==> src/hw/rtl/windowed_stereo_mean_stddev_top_assert.svh <==
// assertion macros used by wsms_dpath.sv
`ifndef WINDOWED_STEREO_MEAN_STDDEV_TOP_ASSERT_SVH
`define WINDOWED_STEREO_MEAN_STDDEV_TOP_ASSERT_SVH
`ifndef ASSERT_OFF
`define WSMS_ASSERT_NOW(label, clk, rst, ante, cons) \
   label: assert property (@(posedge clk) disable iff (rst) (ante) |-> (cons)) \
      else $error("wsms check failed");
`define WSMS_ASSERT_NEXT(label, clk, rst, ante, cons) \
   label: assert property (@(posedge clk) disable iff (rst) (ante) |=> (cons)) \
      else $error("wsms check failed");
`else
`define WSMS_ASSERT_NOW(label, clk, rst, ante, cons)
`define WSMS_ASSERT_NEXT(label, clk, rst, ante, cons)
`endif
`endif

==> src/hw/rtl/wsms_pkg.sv <==
package wsms_pkg;

   localparam int WINDOW_MAX_DEFAULT = 256;
   localparam int SAMPLE_BITS        = 16;
   localparam int TIME_BITS          = 48;
   localparam int BLOCK_BITS         = 13;
   localparam int TICK_BITS          = 16;
   localparam int WLEN_BITS          = 9;
   localparam int DELTA_BITS         = BLOCK_BITS + TICK_BITS;
   localparam int SPAN_BITS          = WLEN_BITS + DELTA_BITS;
   localparam int CSR_INDEX_BITS     = 2;
   localparam int CSR_DATA_BITS      = 16;

   localparam logic [CSR_INDEX_BITS-1:0] CSR_WINDOW_LEN  = 2'd0;
   localparam logic [CSR_INDEX_BITS-1:0] CSR_LIVE_ENABLE = 2'd1;
   localparam logic [CSR_INDEX_BITS-1:0] CSR_TICK_RATE   = 2'd2;

   localparam logic [WLEN_BITS-1:0] WINDOW_LEN_RESET = 9'd64;
   localparam logic [TICK_BITS-1:0] TICK_RATE_RESET  = 16'd1;

   localparam logic REQ_QUERY = 1'b1;

   typedef struct packed {
      logic                          req_type;
      logic signed [SAMPLE_BITS-1:0] last_left;
      logic signed [SAMPLE_BITS-1:0] last_right;
      logic [BLOCK_BITS-1:0]         block_frames;
   } req_item_type;

   typedef struct packed {
      logic                          stats_valid;
      logic signed [SAMPLE_BITS-1:0] mean_left;
      logic signed [SAMPLE_BITS-1:0] mean_right;
      logic [SAMPLE_BITS-1:0]        spread_left;
      logic [SAMPLE_BITS-1:0]        spread_right;
      logic signed [TIME_BITS-1:0]   window_start;
      logic signed [TIME_BITS-1:0]   window_end;
   } rsp_item_type;

   typedef struct packed {
      logic [WLEN_BITS-1:0] window_len;
      logic                 live_enable;
      logic [TICK_BITS-1:0] tick_rate;
   } cfg_type;

   typedef enum logic [1:0] {
      DIV_MEAN_L,
      DIV_MEAN_R,
      DIV_VAR_L,
      DIV_VAR_R
   } div_sel_type;

   typedef enum logic [3:0] {
      ST_IDLE,
      ST_PUSH_DROP,
      ST_PUSH_STORE,
      ST_PUSH_START,
      ST_SUM_PASS,
      ST_MEAN_L,
      ST_MEAN_R,
      ST_VAR_PASS,
      ST_VAR_L,
      ST_VAR_R,
      ST_ROOT_L,
      ST_ROOT_R,
      ST_RESULT
   } state_type;

   typedef struct packed {
      logic        load_req;
      logic        push_drop;
      logic        push_store;
      logic        push_start;
      logic        pass_start;
      logic        pass_square;
      logic        div_start;
      div_sel_type div_sel;
      logic        sqrt_start;
      logic        sqrt_right;
      logic        out_load;
   } dp_cmd_type;

   typedef struct packed {
      logic in_query;
      logic live;
      logic empty;
      logic pass_done;
      logic div_done;
      logic sqrt_done;
      logic out_free;
   } dp_stat_type;

endpackage

==> src/hw/rtl/wsms_ctrl.sv <==
module wsms_ctrl (
   input  logic                  clock,
   input  logic                  reset,
   input  logic                  req_valid,
   output logic                  req_stall,
   input  wsms_pkg::dp_stat_type stat,
   output wsms_pkg::dp_cmd_type  cmd
);

   wsms_pkg::state_type state_ff;
   wsms_pkg::state_type state_in;

   always_ff @(posedge clock) begin
      if (reset) begin
         state_ff <= wsms_pkg::ST_IDLE;
      end else begin
         state_ff <= state_in;
      end
   end

   always_comb begin
      state_in  = state_ff;
      cmd       = '0;
      req_stall = 1'b1;
      unique case (state_ff)
         wsms_pkg::ST_IDLE: begin
            req_stall = 1'b0;
            if (req_valid) begin
               cmd.load_req = 1'b1;
               if (stat.in_query) begin
                  if (stat.empty) begin
                     state_in = wsms_pkg::ST_RESULT;
                  end else begin
                     cmd.pass_start = 1'b1;
                     state_in       = wsms_pkg::ST_SUM_PASS;
                  end
               end else if (stat.live) begin
                  state_in = wsms_pkg::ST_PUSH_DROP;
               end
            end
         end
         wsms_pkg::ST_PUSH_DROP: begin
            cmd.push_drop = 1'b1;
            state_in      = wsms_pkg::ST_PUSH_STORE;
         end
         wsms_pkg::ST_PUSH_STORE: begin
            cmd.push_store = 1'b1;
            state_in       = wsms_pkg::ST_PUSH_START;
         end
         wsms_pkg::ST_PUSH_START: begin
            cmd.push_start = 1'b1;
            state_in       = wsms_pkg::ST_IDLE;
         end
         wsms_pkg::ST_SUM_PASS: begin
            if (stat.pass_done) begin
               cmd.div_start = 1'b1;
               cmd.div_sel   = wsms_pkg::DIV_MEAN_L;
               state_in      = wsms_pkg::ST_MEAN_L;
            end
         end
         wsms_pkg::ST_MEAN_L: begin
            if (stat.div_done) begin
               cmd.div_start = 1'b1;
               cmd.div_sel   = wsms_pkg::DIV_MEAN_R;
               state_in      = wsms_pkg::ST_MEAN_R;
            end
         end
         wsms_pkg::ST_MEAN_R: begin
            if (stat.div_done) begin
               cmd.pass_start  = 1'b1;
               cmd.pass_square = 1'b1;
               state_in        = wsms_pkg::ST_VAR_PASS;
            end
         end
         wsms_pkg::ST_VAR_PASS: begin
            if (stat.pass_done) begin
               cmd.div_start = 1'b1;
               cmd.div_sel   = wsms_pkg::DIV_VAR_L;
               state_in      = wsms_pkg::ST_VAR_L;
            end
         end
         wsms_pkg::ST_VAR_L: begin
            if (stat.div_done) begin
               cmd.div_start = 1'b1;
               cmd.div_sel   = wsms_pkg::DIV_VAR_R;
               state_in      = wsms_pkg::ST_VAR_R;
            end
         end
         wsms_pkg::ST_VAR_R: begin
            if (stat.div_done) begin
               cmd.sqrt_start = 1'b1;
               state_in       = wsms_pkg::ST_ROOT_L;
            end
         end
         wsms_pkg::ST_ROOT_L: begin
            if (stat.sqrt_done) begin
               cmd.sqrt_start = 1'b1;
               cmd.sqrt_right = 1'b1;
               state_in       = wsms_pkg::ST_ROOT_R;
            end
         end
         wsms_pkg::ST_ROOT_R: begin
            if (stat.sqrt_done) begin
               state_in = wsms_pkg::ST_RESULT;
            end
         end
         wsms_pkg::ST_RESULT: begin
            if (stat.out_free) begin
               cmd.out_load = 1'b1;
               state_in     = wsms_pkg::ST_IDLE;
            end
         end
         default: begin
            state_in = wsms_pkg::ST_IDLE;
         end
      endcase
   end

endmodule

==> config.mk <==
export PLATFORM = sky130hd
export DESIGN_NAME = wsms_ctrl
export DESIGN_NICKNAME = d
export VERILOG_FILES = /design/src/hw/rtl/windowed_stereo_mean_stddev_top_assert.svh /design/src/hw/rtl/wsms_pkg.sv /design/src/hw/rtl/wsms_ctrl.sv
export SDC_FILE = /design/constraint.sdc
export NUM_CORES = 1
export LEC_CHECK = 0
export ABC_AREA = 1
export BUFFER_PORTS_ARGS = -buffer_cell sky130_fd_sc_hd__buf_2
export CAP_MARGIN = 15
export CORE_AREA = 2 2 39 41
export CTS_BUF_LIST = sky130_fd_sc_hd__clkbuf_16
export DETAILED_ROUTE_END_ITERATION = 7
export DIE_AREA = 0 0 41 43
export PLACE_DENSITY = 0.69
export SYNTH_ARGS = -nofsm -noshare
export SYNTH_HDL_FRONTEND = slang
export SYNTH_SLANG_ARGS = --single-unit
export TNS_END_PERCENT = 1
==> constraint.sdc <==
create_clock -name clock -period 4.2 [get_ports clock]
set_clock_uncertainty 0.15 [all_clocks]
set_input_delay 0.63 -clock clock [delete_from_list [all_inputs] [get_ports clock]]
set_output_delay 0.63 -clock clock [all_outputs]
set_load 0.005 [all_outputs]
Word-level counts from Yosys, hierarchy flattened
Index checks and enable logic that the tools add are counted.

operators by class
  reduce and logical (&&, ||, !) cells = 2
  mux-type cells = 37
  eq/ne operators = 23

operator list
  kind                count
  $mux 4              13
  $pmux 4 s12         1
  $eq 4x4->1 const B  5
  $ne 2x2->1 const B  10
  $eq 4x3->1 const B  4
  $mux 1              14
  $mux 3              4
  $pmux 3 s4          1
  $reduce_and 11->1   1
  $eq 4x2->1 const B  2
  $eq 4x1->1 const B  1
  $logic_not 4->1     1
  $mux 2              2
  $pmux 1 s2          2
  $ne 3x3->1 const B  1

storage, ports and cells
  output and inout port bits = 13
  input bits = 10
  word-level logic and storage cells = 63
  bits in registers = 4

Depth between registers and ports, before layout
Gate-level depths: netlist (run 1).

  depth in word-level cells = 4
  depth in mapped cells = 10
  gate-level depth less buffers = 10

Least setup slack after synthesis (run 1)
No wires, ideal clock.

  path type = reg2out
  from = register state_ff[3]
  to = output port cmd[7] (netlist bit)
  data required time = 3.420 ns
  path buffers = 0
  arrival time = 1.032 ns
  stages on the path, launching flop included = 6
  slack = 2.388 ns
  cell sequence = dfxtp_1 > nor2_1 > nand2_2 > nor2_1 > nand2_1 > o22ai_1

RTL lines
  what                    line             source
  start, declared         wsms_ctrl.sv:10  wsms_pkg::state_type state_ff;
  start signal, assigned  wsms_ctrl.sv:15  state_ff <= wsms_pkg::ST_IDLE;
  start signal, assigned  wsms_ctrl.sv:17  state_ff <= state_in;
  end, declared           wsms_ctrl.sv:7   output wsms_pkg::dp_cmd_type cmd

==> results of run 1 <==
==> routing by layer <==
layer / track usage [%] / part of all wire [%]
met4: 8.000 / 1.6
met5: 0 / 0
met3: 1.571 / 4.5
met1: 22.44 / 47
met2: 31.87 / 47
==> cell families after synthesis <==
| logic type | Yosys count | share of synthesized area [%] |
|---|---|---|
| compound gates | 6 | 7.210 |
| buf+inv | 22 | 15.35 |
| flops | 4 | 14.88 |
| simple gates | 78 | 62.56 |
==> worst max-delay path, stage by stage, from the launching register on <==
cell and delay, ps:
dfxtp_1 320, nor2_2 340, nand2_2 120, nor2_1 180
nand2_1 70, o22ai_1 90, buf_2 130
==> power groups by stage <==
stage	combinational [mW]	sequential, mW	clock (mW)
floorplan	0.207	0.0688	0
global placement	0.281	0.0705	0
detailed placement	0.282	0.0706	0
CTS	0.283	0.0702	0.149
global route	0.326	0.0731	0.153
finish	0.283	0.0704	0.147
==> cells in the final DEF (no fill, tap or decap), drive strengths merged <==
master / instances
a21oi: 1
clkbuf: 3
dfxtp: 4
a31o: 1
o32ai: 1
inv: 22
o22ai: 1
nand2: 30
nand3: 22
nor3: 1
buf: 22
nor2: 25
o21ai: 2
==> worst max path at each step <==
stage	slack (ps)	start	end
finish	1930	state_ff[0]	cmd[7]
global route	1840	state_ff[0]	cmd[7]
CTS	1940	state_ff[0]	cmd[7]
global placement	2160	stat[2]	cmd[2]
detailed placement	2150	stat[2]	cmd[2]
floorplan	2390	state_ff[3]	cmd[7]
==> final cells by class <==
cell class | instances | share of cell area [%]
multi-input combinational | 84 | 50.51
timing repair buffer | 22 | 14.81
inverter | 22 | 11.11
sequential | 4 | 10.77
clock buffer | 3 | 10.10
tap | 16 | 2.694
==> impl_metrics.toml, run 1 <==
[finish]
fill_cells = 169
seq_area_um2 = 80.08
largest_registers = "state_ff (4)"
largest_register_ffs = 4
fin_cells = 151
fin_area_um2 = 743.2
layout.nets = 147
fin_util_pct = 53.71
antenna_cells = 0
drive_gt1_share_pct = 22.96
multiInputGateArea_um2 = 375.4
top_register = "state_ff"
area_growth_pct = 38.14

[synth]
synth_cell_type_count = 15
yosys_warnings = 0
ys_seq_elements = 4
seq_area_frac_synth_pct = 14.88
yosys-top-cells-area = "nand3_1 (20%), nand2_1 (20%), nor2_1 (15%)"
synth_cells = 110
ys_top_cells_by_count = "nand2_1 (29), nand3_1 (22), nor2_1 (22)"
synth_edf_count = 0
synth_top_area_share_pct = 20.47
netlist_area_um2 = 538.0
synth_most_common_cell = "nand2_1"
syn_nets = 120
synthFlopType = "dfxtp_1"
syn_avg_cell_area_um2 = 4.891
synth_top_area_cell = "nand3_1"
async_flop_share_pct = 0

[critical_path]
r2r-start = "state_ff[0]"
worstSetupPathType = "reg -> out"
r2r_slack_ps = 2630
rr_worst_depth = 8
arrival_ps = 1490
crit_path_end_kind = "primary output"
r2r_end = "state_ff[1]"
startpoint_type = "flop"
crit_required_ps = 3420
crit_path_max_fanout = 9

[worst_hold_path]
hp-class = "reg -> reg"
whs_endpoint = "state_ff[2]"
holdPathStages = 4
holdCritStartpoint = "state_ff[2]"

[clock_network]
cts_hold_buffers = 0
cts_setup_buffers = 0
insertion_delay_ps = 220
cts.sinks = 4
cts_tree = "built"
clockRootBuffer = "clkbuf_16"
cts_inserted_buffers = 3
cts_resized = 0
htree_levels = 1
cts.clk_slew.worst_paths_ps = 30
clockBufferDepth = 2

[sta]
finalSetupTns_ps = 0
timing_hold_violations_final = 0
slew-limit-headroom_pct = 73.99
hold_ws_ps = 463.8
final_max_slew_viol_count = 0
fmax_mhz = 441.3
period_share_pct = 53.95
timing.final.ws_setup_ps = 1934
rsz0062_at_grt = "false"
finalSetupViolCount = 0
worstMarginPinSlew_ps = 389.8
period_needed_ps = 2266

[outcome]
status = "finished clean"

[run]
cap_violations = 0

[place]
dpl_cell_area_um2 = 668.1
dpl_worst_slack_ps = 2148
dp.cells = 148
routabilityCongestion = 0.8425
io_buffers = 22
dp_hpwl_um = 1235

[power_and_ir_drop]
p_sw_uw = 226.6
p_leak_nw = 0.4842
p_clk_share_pct = 29.3
ir_drop_mv = 0.3668
p_int_uw = 273.8
seqPwrFrac_pct = 14.1
total_power_uw = 500.4
p_per_area_nw_per_um2 = 673.2
combPwrFrac_pct = 56.6
swShare_pct = 45.28

[die]
die_h_um = 43
die_area_um2 = 1763
start_util_pct = 38.88
core_um2 = 1384
rows = 14
io_pins = 23
die_w_um = 41

[route]
dr.pass1.iters = 4
vias = 726
vias_per_cell = 4.808
antenna_left = 0
finalWirelength_um = 1480
drt_iter0_drc = 8
drc_errors = 0
routedWlPerCell_um = 9.801

[global_routing]
grt_antenna_before_repair = 0
grt_max_degree = 11
overflow = 0
grt_pass1_wl_um = 2318
track_usage_pct = 18.76
grt_pass1_vias = 633
Note: power is estimated with default switching activity, not from simulation.
==> inputs of run 2 (changes only) <==
--- a/config.mk
+++ b/config.mk
@@ -5,14 +5,14 @@
 export SDC_FILE = /design/constraint.sdc
 export NUM_CORES = 1
 export LEC_CHECK = 0
-export ABC_AREA = 1
+export ABC_AREA = 0
 export BUFFER_PORTS_ARGS = -buffer_cell sky130_fd_sc_hd__buf_2
 export CAP_MARGIN = 15
 export CORE_AREA = 2 2 39 41
 export CTS_BUF_LIST = sky130_fd_sc_hd__clkbuf_16
 export DETAILED_ROUTE_END_ITERATION = 7
 export DIE_AREA = 0 0 41 43
-export PLACE_DENSITY = 0.69
+export PLACE_DENSITY = 0.67
 export SYNTH_ARGS = -nofsm -noshare
 export SYNTH_HDL_FRONTEND = slang
 export SYNTH_SLANG_ARGS = --single-unit
==> constraint.sdc (replaced) <==
create_clock -name clock -period 2.2 [get_ports clock]
set_clock_uncertainty 0.15 [all_clocks]
set_input_delay 0.33 -clock clock [delete_from_list [all_inputs] [get_ports clock]]
set_output_delay 0.33 -clock clock [all_outputs]
set_load 0.005 [all_outputs]
==> run 2 against run 1 <==
Combinational power up 61%. Flip-flop and latch count is the same. Total power grew 84%. Final area down 4.4%. Routed wire length fell by 3.6%. Register-to-register slack worse by 2400 ps. Non-clock buffer count increased by 4. Global-route usage decreased by 0.87 points. Core utilization down 2.4 points. Critical path depth down 2.
==> impl_metrics.toml, run 2 <==
[synth]
netlist_area_um2 = 513.0
synthFlopType = "dfxtp_1"
async_flop_share_pct = 0
syn_nets = 84
ys_seq_elements = 4
synth_top_area_cell = "dfxtp_1"
synth_edf_count = 0
syn_avg_cell_area_um2 = 6.932
synth_cell_type_count = 35
synth_top_area_share_pct = 15.61
seq_area_frac_synth_pct = 15.61
yosys-top-cells-area = "dfxtp_1 (16%), nand2_1 (6.6%), a21oi_1 (5.9%)"
synth_most_common_cell = "nand2_1"
ys_top_cells_by_count = "nand2_1 (9), nor2_1 (7), a21oi_1 (6)"
yosys_warnings = 0
synth_cells = 74

[sta]
rsz0062_at_grt = "true"
timing.final.ws_setup_ps = 81.58
timing_hold_violations_final = 0
fmax_mhz = 472.1
period_share_pct = 96.29
period_needed_ps = 2118
final_max_slew_viol_count = 0
finalSetupViolCount = 0
worstMarginPinSlew_ps = 488.6
slew-limit-headroom_pct = 67.13
hold_ws_ps = 158.5

[power_and_ir_drop]
total_power_uw = 920.2
p_clk_share_pct = 30.3
p_sw_uw = 352.6
p_leak_nw = 0.3535
swShare_pct = 38.32
combPwrFrac_pct = 49.4
p_per_area_nw_per_um2 = 1295
seqPwrFrac_pct = 20.2
p_int_uw = 567.6
ir_drop_mv = 1.117

[route]
vias_per_cell = 5.496
routedWlPerCell_um = 12.62
dr.pass1.iters = 4
finalWirelength_um = 1426
drc_errors = 0
vias = 621
antenna_left = 0
drt_iter0_drc = 15

[finish]
area_growth_pct = 38.54
fin_area_um2 = 710.7
fill_cells = 145
largest_register_ffs = 4
final_common_cell = "buf_2"
largest_registers = "state_ff (4)"
top_register = "state_ff"
layout.nets = 109
antenna_cells = 0
drive_gt1_share_pct = 34.02
layout_common_cells = "buf_2 (22), nand2_1 (9), nor2_1 (7)"

[outcome]
status = "finished clean"

[clock_network]
cts_hold_buffers = 0
clockBufferDepth = 2
insertion_delay_ps = 220
htree_levels = 1
cts.clk_slew.worst_paths_ps = 30
cts_tree = "built"
cts.sinks = 4
clockRootBuffer = "clkbuf_16"
cts_resized = 0
cts_inserted_buffers = 3
cts_setup_buffers = 0

[die]
rows = 14
io_pins = 23
core_um2 = 1384
die_h_um = 43
die_area_um2 = 1763
die_w_um = 41
start_util_pct = 37.07

[worst_hold_path]
hp-class = "in -> reg"
whs_endpoint = "state_ff[1]"
holdPathStages = 2
holdCritStartpoint = "reset"

[critical_path]
r2r_end = "state_ff[0]"
arrival_ps = 1640
r2r-start = "state_ff[2]"
r2r_slack_ps = 190
crit_required_ps = 1720
rr_worst_depth = 6
startpoint_type = "flop"
crit_path_max_fanout = 14
worstSetupPathType = "reg -> out"
crit_path_end_kind = "primary output"

[run]
cap_violations = 0

[global_routing]
grt_pass1_vias = 539
grt_antenna_before_repair = 0
grt_pass1_wl_um = 2187
grt_max_degree = 18
overflow = 0
track_usage_pct = 17.89

[place]
dpl_worst_slack_ps = 152.7
dp_hpwl_um = 1096
routabilityCongestion = 0.8473
io_buffers = 22
dpl_cell_area_um2 = 634.4
run 2: metrics by stage:
step,TNS [ps],instances,util (%)
global route,-0.6196,113,51.36
floorplan,0,74,-
global placement,0,110,45.84
detailed placement,0,110,45.84
CTS,0,113,51.27
finish,0,113,51.36
run 2: final cells by class:
cell class | count | area, um^2 | area share [%]
clock buffers | 3 | 75.07 | 10.56
well taps | 16 | 20.02 | 2.817
repair buffers | 26 | 140.1 | 19.72
flip-flops and latches | 4 | 81.33 | 11.44
inverters | 4 | 15.01 | 2.113
multi-input cells | 60 | 379.1 | 53.35
run 2: how the worst max path moves through the flow:
stage	start	end	slack, ps	cells past startpoint
finish	state_ff[3]	cmd[7]	80	4
global route	state_ff[3]	cmd[7]	-0.6	4
CTS	state_ff[1]	cmd[7]	70	4
detailed placement	state_ff[1]	state_ff[0]	150	5
global placement	state_ff[3]	state_ff[0]	230	5
floorplan	state_ff[0]	state_ff[0]	410	6
run 2: kinds of logic (layout without fill, tap and decap cells):
group | after synthesis | in the layout | synth area share (%)
compound gates | 16 | 16 | 20.73
buf+inv | 10 | 33 | 10.49
flops | 4 | 4 | 15.61
simple gates | 41 | 41 | 47.56
mux | 2 | 2 | 3.903
xor+xnor | 1 | 1 | 1.708
run 2: power groups by stage:
stage               Combinational (mW)  Sequential, mW  Clock (mW)
floorplan                        0.379           0.119           0
finish                           0.455           0.186       0.279
CTS                              0.458           0.183       0.282
global placement                 0.449           0.183           0
detailed placement               0.455           0.184           0
global route                     0.513           0.199       0.286
run 2: critical path, stage by stage (launching register included):
cell and delay, ps:
dfxtp_1 420, nor4_1 520, and2_1 220, a31o_2 150, buf_2 100
run 2: metal layers:
layer	GRT usage [%]	part of all wire [%]	vias to the layer above
met5	0	0	-
met4	4.000	0	0
li1	-	-	314
met3	6.283	4.7	0
met2	27.19	49	17
met1	23.55	46	290
==> inputs of run 3 (changes only) <==
--- a/config.mk
+++ b/config.mk
@@ -13,6 +13,7 @@
 export DETAILED_ROUTE_END_ITERATION = 7
 export DIE_AREA = 0 0 41 43
 export PLACE_DENSITY = 0.67
+export SETUP_SLACK_MARGIN = 0.5
 export SYNTH_ARGS = -nofsm -noshare
 export SYNTH_HDL_FRONTEND = slang
 export SYNTH_SLANG_ARGS = --single-unit
==> run 3 against run 2 <==
Final area grew 25%. Flip-flop and latch count is the same. Hold slack lost 5.7 ps. Combinational power grew 59%. First-iteration DRC count grew 73%. Via count grew 15%. Core utilization grew 13 points. Setup slack gained 220 ps. Non-clock buffer count grew 13. Sequential power is essentially flat. Routed wire length grew 28%. Critical endpoint is now state_ff[0]. Highest routed layer is now met4.
==> impl_metrics.toml, run 3 (same netlist as run 2, synthesis figures left out) <==
[run]
cap_violations = 0

[critical_path]
crit_path_max_fanout = 6
crit_path_end_kind = "flop"
startpoint_type = "flop"
worstSetupPathType = "reg -> reg"
crit_required_ps = 2200
arrival_ps = 1900

[clock_network]
cts_inserted_buffers = 3
cts_tree = "built"
insertion_delay_ps = 220
cts.clk_slew.worst_paths_ps = 30
htree_levels = 1
cts.sinks = 4
clockBufferDepth = 2
clockRootBuffer = "clkbuf_16"

[sta]
timing_hold_violations_final = 0
timing.final.ws_setup_ps = 298.0
finalSetupTns_ps = 0
period_share_pct = 86.45
finalSetupViolCount = 0
rsz0062_at_grt = "true"
final_max_slew_viol_count = 0
fmax_mhz = 525.8
hold_ws_ps = 152.8
period_needed_ps = 1902
slew-limit-headroom_pct = 81.86
worstMarginPinSlew_ps = 268.4

[route]
vias = 715
finalWirelength_um = 1822
drc_errors = 0
antenna_left = 0
routedWlPerCell_um = 14.46
drt_iter0_drc = 26
vias_per_cell = 5.675
dr.pass1.iters = 4

[worst_hold_path]
hp-class = "in -> reg"

[finish]
layout.nets = 122
area_growth_pct = 73.17
largest_registers = "state_ff (4)"
layout_common_cells = "buf_2 (22), buf_4 (14), nand2_1 (9)"
largest_register_ffs = 4
antenna_cells = 0
drive_gt1_share_pct = 50.00
final_common_cell = "buf_2"
top_register = "state_ff"

[global_routing]
track_usage_pct = 22.27
grt_pass1_wl_um = 2725
grt_pass1_vias = 673
grt_antenna_before_repair = 0
grt_max_degree = 11
overflow = 0

[power_and_ir_drop]
ir_drop_mv = 0.6392
p_leak_nw = 0.4357
p_per_area_nw_per_um2 = 1337
total_power_mw = 1.188

[die]
core_um2 = 1384
die_w_um = 41
die_h_um = 43
rows = 14
start_util_pct = 37.07
die_area_um2 = 1763
io_pins = 23

[place]
dp_hpwl_um = 1034
io_buffers = 22
routabilityCongestion = 0.7437
dpl_worst_slack_ps = 184.8

[outcome]
status = "finished clean"
## run 3: cell types whose count changed in the layout (fill, tap and decap cells not counted), moves of 2 or more
cell / delta
buf_4: +10
dfxtp_1: -3
dfxtp_4: +4
nand2b_1: -2
nand2b_4: +2
o32ai_1: -2
o32ai_2: +2
## run 3: repair_timing
| action | in CTS | in global routing |
|---|---|---|
| endpoints found under the setup margin | 17 | 15 |
| gates resized for setup | 20 | 0 |
| pin swaps | 4 | 1 |
| hold buffers | 0 | 0 |
| buffers inserted | 13 | 0 |
## run 3: worst max-delay path, cell delays in order, from the launching register on
cell and delay [ps]:
dfxtp_4 360, buf_1 140, and3b_1 190, o21ai_1 170
nand4_2 190, or4b_1 490, a21oi_1 120
## run 3: per-layer routing
layer / wire, um / up-vias / track usage [%] / part of all wire (%)
met3: 117 / 4 / 4.188 / 6.4
met2: 923 / 36 / 37.81 / 51
met5: 0 / - / 0 / 0
li1: - / 339 / - / -
met1: 762 / 336 / 25.64 / 42
met4: 19 / 0 / 8.667 / 1.0
## run 3: worst paths after layout
| kind | startpoint | to | slack, ps | cells past startpoint |
|---|---|---|---|---|
| setup / recovery | state_ff[3] | state_ff[0] | 300 | 6 |
| hold / removal | reset | state_ff[0] | 150 | 2 |
| setup reg to reg | state_ff[3] | state_ff[0] | 300 | 6 |
| hold reg to reg | state_ff[1] | state_ff[1] | 420 | 2 |
## run 3: metrics by stage
| stage | cell area (um^2) | util, % | cells |
|---|---|---|---|
| 2_1_floorplan | 513.0 | - | 74 |
| 3_3_place_gp | 634.4 | 45.84 | 110 |
| 3_5_place_dp | 634.4 | 45.84 | 110 |
| 4_1_cts | 888.4 | 64.20 | 126 |
| 5_1_grt | 888.4 | 64.20 | 126 |
| 6_report | 888.4 | 64.20 | 126 |
## run 3: layout make-up
cell class	instances	area (um^2)
repair buffers	39	250.2
fillers	114	495.5
flip-flops and latches	4	95.09
well taps	16	20.02
inverters	4	15.01
multi-input cells	60	432.9
clock buffers	3	75.07
## run 3: power breakdown
group | switching, mW | internal, mW | leakage (nW)
combinational | 0.332 | 0.390 | 0.363
clock | 0.0512 | 0.232 | 0.0370
sequential | 0.0681 | 0.115 | 0.0356
